--- src/sv/kmb_ram.sv ---
// Generic RAM with one write port and one registered read port.
module kmb_ram #(
   parameter int WIDTH = 32,
   parameter int DEPTH = 16,
   localparam int AW = (DEPTH > 1) ? $clog2(DEPTH) : 1
) (
   input  logic             clock,
   input  logic             wr_en,
   input  logic [AW-1:0]    wr_addr,
   input  logic [WIDTH-1:0] wr_data,
   input  logic [AW-1:0]    rd_addr,
   output logic [WIDTH-1:0] rd_data
);

   logic [WIDTH-1:0] mem [DEPTH];

   always_ff @(posedge clock) begin
      if (wr_en) begin
         mem[wr_addr] <= wr_data;
      end
      rd_data <= mem[rd_addr];
   end

endmodule

--- config.mk ---
export PLATFORM = sky130hd
export DESIGN_NAME = kmb_ram
export DESIGN_NICKNAME = d
export VERILOG_FILES = /design/src/sv/kmb_ram.sv
export SDC_FILE = /design/constraint.sdc
export NUM_CORES = 1
export LEC_CHECK = 0
export ABC_AREA = 1
export BUFFER_PORTS_ARGS = -buffer_cell sky130_fd_sc_hd__buf_2
export CORE_AREA = 10 10 247 249
export DETAILED_ROUTE_END_ITERATION = 6
export DIE_AREA = 0 0 257 259
export GPL_ROUTABILITY_DRIVEN = 0
export SLEW_MARGIN = 25
export SYNTH_ARGS = -nofsm -noshare
export SYNTH_HDL_FRONTEND = slang
export SYNTH_SLANG_ARGS = --single-unit
--- constraint.sdc ---
create_clock -name clock -period 4.4 [get_ports clock]
set_input_delay 0.66 -clock clock [delete_from_list [all_inputs] [get_ports clock]]
set_output_delay 0.66 -clock clock [all_outputs]
set_load 0.02 [all_outputs]
==> out/metrics.csv <==
stage,metric,value,unit
critical_path,r2r worst-path depth,6,
cells_and_area,Antenna diodes,0,
cells_and_area,Final #Nets,2220,
sta,max-slew violation count,0,
sta,Final period util,52.6,%
critical_path,Worst R2R End,rd_data[26],
power_and_ir_drop,P per Cell Area,428,mW/mm²
critical_path,Crit path largest cell delay,700,ps
sta,Final Setup Violations,0,
synth,synth warn,0,
clock_network,Root Driver,clkbuf_16,
worst_hold_path,worst hold path endpoint,mem[5][1],
die,Row Count,87,
synth,"Cell Area, Synth",0.0227,mm²
grt,vias in the first global route,13800,
clock_network,CTS Buf Count,55,
grt,GRT Total Usage,16.1,%
power_and_ir_drop,Lkg Pwr,0.0108,µW
synth,Post-Syn Area per Cell,10.7,µm²
die,die span in y,259,µm
flow_run,MaxCap Viol Count,0,
cells_and_area,area growth from synthesis to layout,13.1,%
sta,skew final,14.0,ps
critical_path,data required time of the worst path,4890,ps
cells_and_area,most frequent cells in the layout,"nand2_1 (677), edfxtp_1 (512), inv_1 (386)",
clock_network,CTS resizes,0,
cells_and_area,final core utilization,45.9,%
sta,count of final hold-check violations,0,
critical_path,CP max stage cell,inv_6,
worst_hold_path,hold path depth,1,
sta,Slew Limit Headroom,35.1,%
clock_network,setup bufs post-CTS,0,
route,Post-Route WL,54.2,mm
cells_and_area,share of layout cells above drive strength 1,8.91,%
critical_path,CP Class,in -> reg,
cells_and_area,"non-filler cells, final",2977,
synth,part of the Yosys area used for sequential elements,70.5,%
route,vias,14500,
route,drt wl/cell,18.2,µm
die,Die W,257,µm
die,core box area,0.0560,mm²
clock_network,clock-pin slew on the worst setup and hold paths,60,ps
critical_path,Worst Setup End Kind,register,
sta,Setup WS post-layout,2080,ps
sta,unrepaired setup endpoints after global routing,false,
place,placed wire-length estimate,30.0,mm
route,DR vias/cell,4.86,
route,DRC,0,
synth,Cells after Synth,2120,
synth,post-synth top area cell,edfxtp_1,
synth,#FFs+latches synth,544,
worst_hold_path,hold path start,wr_data[1],
critical_path,crit path cell chain,clkbuf_8 > inv_6 > buf_4 > nand2_1 > nand3_1 > nand3_1 > nand3_1 > nand2_1,
critical_path,Reg-to-Reg Start,mem[1][26],
die,Die ar.,0.0666,mm²
worst_hold_path,hold crit path type,in -> reg,
grt,largest net degree at the start of global routing,163,
clock_network,CTS Hold Bufs,0,
place,DP Cell Count,2877,
place,DP Worst Slack,1470,ps
synth,share of the synthesized area in the top cell type,67.6,%
place,PortBufs,73,
clock_network,Clock Sinks,544,
grt,antenna violations before repair,0,
clock_network,H-tree levels,2,
critical_path,crit path launch type,input pin,
die,# IOs,74,
clock_network,TritonCTS clock tree,done,
power_and_ir_drop,worst vdd ir,0.000278,V
sta,f_max,432,MHz
clock_network,worst skew pair latency,600,ps
route,drt first pass iters,5,
route,Post-DRT Antenna Nets,0,
sta,Fin Setup TNS,0,ps
outcome,status,completed,
critical_path,R2R Setup Slk,3310,ps
synth,Synth area leaders,"edfxtp_1 (68%), nand2_1 (11%), nand3_1 (8.5%)",
sta,Final Hold Slack,440,ps
route,initial drt markers,1239,
grt,first-pass GRT wire length,83.2,mm
sta,Tightest Pin Transition,972,ps
critical_path,"most used cell, CP",nand3_1,
critical_path,Worst Path Arrival,2810,ps
synth,Netlist cell types,15,
sta,min Tclk post-route,2320,ps
synth,syn nets,2162,
die,Initial Util,40.6,%
critical_path,Critical Path Fanout Max,96,
cells_and_area,"most common cell after layout, fill and taps aside",nand2_1,
grt,grt ovf,0,
clock_network,clock buffer depth,3,
==> registers in the layout, summed over array words and instances (netlist names) <==
name / count
rd_data: 32
mem: 512
==> critical path, delay by kind of cell <==
kind,cells,cell delay (ps)
AND/OR/NAND/NOR,5,490
buffers and inverters,3,1560
==> power by group <==
group / internal (µW) / switching [µW] / leakage [µW]
clock: 2610 / 1860 / 0.000838
sequential: 5790 / 37.6 / 0.00490
combinational: 187 / 511 / 0.00511
==> final cells by class <==
type / count / area (µm²)
repair buffers: 106 / 875
multi-input cells: 1081 / 4670
fillers: 5108 / 30300
clock buffers: 84 / 1570
flip-flops and latches: 544 / 16000
well taps: 756 / 946
inverters: 390 / 1470
clock inverters: 16 / 158
==> cells in the mapped netlist <==
cell type  instances
inv_4              1
nand3_1          385
nor2_1            17
edfxtp_1         512
nand2_1          677
buf_1             14
buf_2             41
buf_12             1
inv_2              1
buf_6             29
nand3b_1           2
dfxtp_1           32
buf_4              6
inv_1            388
clkbuf_1          14
==> worst max-delay path by stage <==
stage / from / end / slack (ps)
floorplan: wr_addr[2] / mem[10][0] / 1750
global route: rd_addr[0] / rd_data[1] / 1910
finish: rd_addr[0] / rd_data[1] / 2080
global placement: rd_addr[0] / rd_data[31] / 1530
detailed placement: rd_addr[0] / rd_data[3] / 1470
CTS: rd_addr[0] / rd_data[1] / 2110
==> through the flow <==
| step | total power, µW | area, µm² |
|---|---|---|
| floorplan | 6370 | 22700 |
| global placement | 6620 | 23700 |
| detailed placement | 6640 | 24000 |
| CTS | 11100 | 25700 |
| global route | 11400 | 25700 |
| finish | 11000 | 25700 |
==> routing by layer <==
metal,global-route usage (%),routed length (µm),vias up
li1,-,-,6957
met1,22.0,24400,7019
met2,25.8,25300,400
met3,3.23,3340,84
met4,4.44,1140,0
met5,0,0,-
==> logic make-up after synthesis <==
| group | count (synthesis) | synth area share (%) |
|---|---|---|
| AND/OR/NAND/NOR | 1081 | 20.0 |
| buffers and inverters | 495 | 9.54 |
| flip-flops | 544 | 70.5 |
(Power assumes the default switching activity.)
