==> src/sv/kmb_pkg.sv <==
// Shared types, constants and helpers for the keyed mailbox with history queue.
package kmb_pkg;

   localparam int TABLE_SLOTS_DEF = 16;
   localparam int RING_DEPTH_DEF  = 32;
   localparam int DRAIN_LIMIT_DEF = 32;
   localparam logic [31:0] HIST_MIN_RESET = 32'd1000000000;

   typedef enum logic [1:0] {
      OP_PUT   = 2'd0,
      OP_HIST  = 2'd1,
      OP_DRAIN = 2'd2,
      OP_AGE   = 2'd3
   } op_type;

   typedef enum logic [1:0] {
      STAT_OK      = 2'd0,
      STAT_INVALID = 2'd1,
      STAT_DROPPED = 2'd2,
      STAT_FULL    = 2'd3
   } status_type;

   typedef enum logic [3:0] {
      S_IDLE,
      S_DISPATCH,
      S_SLOT_RD,
      S_SLOT_CHK,
      S_PUT_WR,
      S_HIST_WR,
      S_RING_START,
      S_RING_RD,
      S_RING_CHK,
      S_CMP_RD,
      S_CMP_CHK,
      S_FINISH
   } state_type;

   typedef struct packed {
      op_type      action;
      logic [63:0] node_key;
      logic [63:0] metric_key;
      logic [31:0] unit_code;
      logic [31:0] value_bits;
      logic [31:0] source_ts;
      logic [31:0] now_ms;
      logic [5:0]  max_out;
      logic [31:0] stale_after_ms;
   } req_type;

   typedef struct packed {
      status_type  status;
      logic        is_reading;
      logic [63:0] out_metric;
      logic [31:0] out_unit;
      logic [31:0] out_value;
      logic [31:0] out_timestamp;
      logic        stale;
      logic [31:0] age_ms;
      logic        last;
   } rsp_type;

   typedef struct packed {
      logic [63:0] node;
      logic [63:0] metric;
      logic [31:0] unit;
      logic [31:0] value;
      logic [31:0] src_ts;
      logic [31:0] rcv_ms;
   } slot_entry_type;

   typedef struct packed {
      logic [63:0] node;
      logic [63:0] metric;
      logic [31:0] unit;
      logic [31:0] value;
      logic [31:0] src_ts;
   } ring_entry_type;

   typedef struct packed {
      logic        node_eq;
      logic        pair_eq;
      logic [31:0] age;
      logic        stale;
      logic        age_lt;
   } cmp_res_type;

   // Empty keys and infinite or NaN values are refused.
   function automatic logic is_bad(input logic [63:0] node, input logic [63:0] metric,
                                   input logic [31:0] value);
      return (node == 64'd0) || (metric == 64'd0) || (value[30:23] == 8'hFF);
   endfunction

endpackage

==> src/sv/kmb_cmp.sv <==
// Shared compare unit: key equality, receive age, staleness and minimum test.
module kmb_cmp import kmb_pkg::*; (
   input  logic [63:0] a_node,
   input  logic [63:0] b_node,
   input  logic [63:0] a_metric,
   input  logic [63:0] b_metric,
   input  logic [31:0] now_ms,
   input  logic [31:0] stamp_ms,
   input  logic [31:0] stale_ms,
   input  logic [31:0] best_ms,
   output cmp_res_type res
);

   logic [31:0] age;

   assign age = now_ms - stamp_ms;

   always_comb begin
      res.node_eq = (a_node == b_node);
      res.pair_eq = (a_node == b_node) && (a_metric == b_metric);
      res.age     = age;
      res.stale   = (stale_ms != 32'd0) && (age > stale_ms);
      res.age_lt  = (age < best_ms);
   end

endmodule

==> config.mk <==
export PLATFORM = sky130hd
export DESIGN_NAME = kmb_cmp
export DESIGN_NICKNAME = d
export VERILOG_FILES = /design/src/sv/kmb_pkg.sv /design/src/sv/kmb_cmp.sv
export SDC_FILE = /design/constraint.sdc
export NUM_CORES = 1
export LEC_CHECK = 0
export BUFFER_PORTS_ARGS = -buffer_cell sky130_fd_sc_hd__buf_2
export CORE_AREA = 2 2 164 166
export DETAILED_ROUTE_END_ITERATION = 16
export DIE_AREA = 0 0 166 168
export GPL_ROUTABILITY_DRIVEN = 0
export PLACE_DENSITY_LB_ADDON = 0.08
export RECOVER_POWER = 100
export SYNTH_ARGS = -nofsm -noshare
export SYNTH_HDL_FRONTEND = slang
export SYNTH_SLANG_ARGS = --single-unit
==> constraint.sdc <==
create_clock -name vclk -period 10.9
set_clock_uncertainty 0.2 [all_clocks]
set_input_delay 0.545 -clock vclk [all_inputs]
set_output_delay 0.545 -clock vclk [all_outputs]
set_load 0.05 [all_outputs]
==> reports/metrics.sh <==
PLACE_AREA_UM2=7430
SYNTH_AREA_UM2=4950
LAYOUTNONFILLERINSTCOUNT=1438
CORE_AREA_UM2=26400
POWER_DENSITY_nW_PER_UM2=70.5
MAXIMUM_OPERATING_FREQUENCY_MHz=170
PLACEMENT_ROWS=60
NUM_VIAS=6197
SYNTH_AREA_PER_CELL_UM2=7.24
TOTAL_POWER_mW=0.521
DR_WL_MET2_UM=12000
PIN_COUNT_OF_THE_BIGGEST_NET_ENTERING_GLOBAL_ROUTING=10
CRITICAL-PATH-MAX-STAGE-DELAY_NS=0.62
START_UTIL=0.188
IOS=420
SETUP.WORST_PATH.START_CLASS='input port'
DRT_DRC_VIOLATIONS_LEFT=0
TIMING_MAX_TRANSITION_VIOLATIONS_FINAL=0
YOSYSSEQAREASHARE=0
MAX_CAP_VIOL_COUNT=0
SEQ_CELL_COUNT=0
DIE_X_UM=166
HOLD_VIOLATIONS=0
SETUP_VIOL_COUNT_FINAL=0
CRITICAL-PATH-SLOWEST-CELL='o311ai_0'
TIMING.CRITICAL_PATH.FANOUT_MAX=4
FINAL_CRITICAL_PATH_REQUIRED_PERIOD_NS=5.89
DRT-PASS1-ITER-COUNT=5
CRIT_TYPE='in2out'
FLOORPLAN.DIE_AREA_UM2=27900
CTSHOLDBUFFERS=0
SETUP.WORST_PATH.END='res[1]'
HOLD_PATH.CLASS='in2out'
LAYOUT.FILLER_CELLS=3064
TIMING.CRITICAL_PATH.CELLS='buf_2 > inv_1 > ha_1 > fa_1 > nor2b_1 > o2111ai_2 > a21oi_1 > nor3_1 > o211ai_1 > a21oi_1 > o311ai_0 > ha_1 > nand4_1 > or4_1 > nor2_1 > o41ai_1 > a21oi_1 > clkbuf_1'
FIN_SETUP_TNS_NS=0
MET3_LENGTH_UM=1710
PRE_CTS_WS_NS=5.43
OUTCOME='finished, final reports clean'
LEAKAGEPOWER_nW=4.09
FRACTION_OF_FINAL_LAYOUT_CELLS_SIZED_BEYOND_DRIVE_STRENGTH_1=0.365
GRT_PASS1_WL_UM=36900
SYN_WARNINGS=0
SYNTH_TOP_CELLS_BY_AREA='ha_1 (24%), xor2_1 (19%), xnor2_1 (8.5%), inv_1 (8.2%), nor4_1 (4.8%)'
PLACE.DETAILED.INSTANCES=1434
TOPROUTINGLAYERUSED='met5'
ANTENNA_VIOLATING_NETS_POST_ROUTE=0
DRT-MET1-WL_UM=10900
DIE_Y_UM=168
CTS.REPAIR.RESIZED=0
AVGVIACOUNTPERCELL=4.31
CPLARGESTDELAYFAMILY='compound AO/OA/AOI/OAI gates'
SYNTH_AREA_LEADER_CELL='ha_1'
DPL.HPWL_UM=23700
NETLIST.AREA_LEADER.SHARE=0.238
COUNT_OF_MAPPED_CELLS_OUT_OF_SYNTHESIS=683
SYNTH_TOP_FAMILY_BY_AREA='XOR/XNOR gates'
PORT_BUF_INSERTS=420
SEQCELLAREA_UM2=0
POSTLAYOUTCELLAREA_UM2=7400
POSTROUTEWIRELENGTH_UM=25000
SYNTH_NETS=1162
YS_TYPES=54
AREAGROWTHSYNTHTOFINISH_PCT=49.5
GRT_UTIL_ALL_LAYERS=0.167
YOSYS.AREA_SHARE.SIMPLE=0.183
COMPOUND_GATE_PORTION_OF_THE_SYNTHESIZED_AREA=0.208
TIMING.MAX_SLEW.REL_SLACK=0.382
ANTENNA_VIOLATIONS_BEFORE_REPAIR=7
CRITICAL_PATH_DEPTH=18
NETS=1574
TIMING.CRITICAL_PATH.FROM='now_ms[0]'
SYNTH_FA_HA_AREA_FRAC=0.242
AVGROUTEDWIREPERCELL_UM=17.4
FIN_CRIT_SH=0.540
SYNTH.MUX.AREA_FRACTION=0
CRITICAL-PATH-TOP-CELL-BY-COUNT='a21oi_1'
POST-ROUTE-WORST-SETUP-SLACK_NS=5.01
WORST-ENDPOINT-ARRIVAL_NS=5.14
CTS_SETUP_BUFFERS=0
FINAL_CORE_UTILIZATION=0.281
WORST_SETUP_EP_TYPE='output pin'
CP_NUM_BUF_INV=3
NCLKBUFFERS=0
RSZ_0062_RAISED_AFTER_GLOBAL_ROUTING='no'
DRT_FIRST_ITER_VIOLATIONS=202
GRT_REMAINING_OVERFLOW=0
SYNTHXORXNORAREAFRAC=0.276
CRITICAL_PATH_REQUIRED_NS=10.16
VDD.IR_DROP.WORST_mV=0.0574
GRT_PASS1_VIAS=6422
WORSTMARGINPINSLEW_NS=0.918
FINAL.HOLD.WORST_SLACK_NS=1.46
-- logic make-up after synthesis --
family | count (synthesis)
and+or+nand+nor | 167
xor gates and xnor gates | 156
AOI/OAI and AO/OA | 147
buffers and inverters | 118
adders and majority gates | 95
-- power breakdown --
part           switching (mW)  internal [mW]    total [mW]
sequential                  0              0             0
clock                       0   0.0000000491  0.0000000491
combinational           0.327          0.194         0.521
-- metal layers --
layer / up-vias / GRT usage
li1: 3249 / -
met1: 2718 / 0.214
met3: 20 / 0.0402
met2: 206 / 0.294
met5: - / 0
met4: 4 / 0.0166
-- synth_stat cells (23+ instances only) --
| cell type | number |
|---|---|
| inv_1 | 108 |
| xor2_1 | 108 |
| ha_1 | 94 |
| xnor2_1 | 48 |
| a21oi_1 | 41 |
| nor4_1 | 38 |
| nand4_1 | 36 |
| nand2_1 | 28 |
| a21o_1 | 27 |
| nor2_1 | 24 |
| o21ai_0 | 23 |
-- layout make-up --
cell class                      instances  area (um^2)  share of cell area
Tap cell                              341          427              0.0577
Timing Repair Buffer                  420         2060               0.278
Multi-Input combinational cell        565         4490               0.608
Inverter                              108          405              0.0548
Antenna cell                            4         10.0             0.00135
-- how the worst min path moves through the flow --
stage	end	depth (start not counted)	slack, ns	from
2_1_floorplan	res[2]	2	1.22	stamp_ms[0]
3_3_place_gp	res[2]	4	1.38	stamp_ms[0]
3_5_place_dp	res[2]	4	1.38	stamp_ms[0]
4_1_cts	res[2]	4	1.38	stamp_ms[0]
5_1_grt	res[2]	4	1.51	stamp_ms[0]
6_report	res[2]	4	1.46	stamp_ms[0]
-- layout by cell type, fill, tap and decap left out, types with 2 or more instances in the layout --
master	Yosys	layout
o21a_1	9	9
nand2b_1	2	2
a31oi_1	6	6
a21o_1	27	27
o21ai_0	23	23
diode_2	0	4
inv_1	108	108
nand2_1	28	28
o211ai_1	3	3
a21oi_1	41	42
a221o_1	2	2
buf_2	3	386
ha_1	94	94
nor4_1	38	38
and4_1	3	3
nand3_1	9	9
a211o_1	2	2
or4_1	3	3
xor2_1	108	108
and3_1	4	4
nor3_1	8	8
xnor2_1	48	48
a21oi_2	6	5
a21boi_0	3	3
nor2_1	24	24
nor2b_1	9	9
o21bai_1	4	4
clkbuf_1	5	34
nand4_1	36	36
a2111oi_0	2	2
Note: power is estimated with default switching activity, not from simulation.
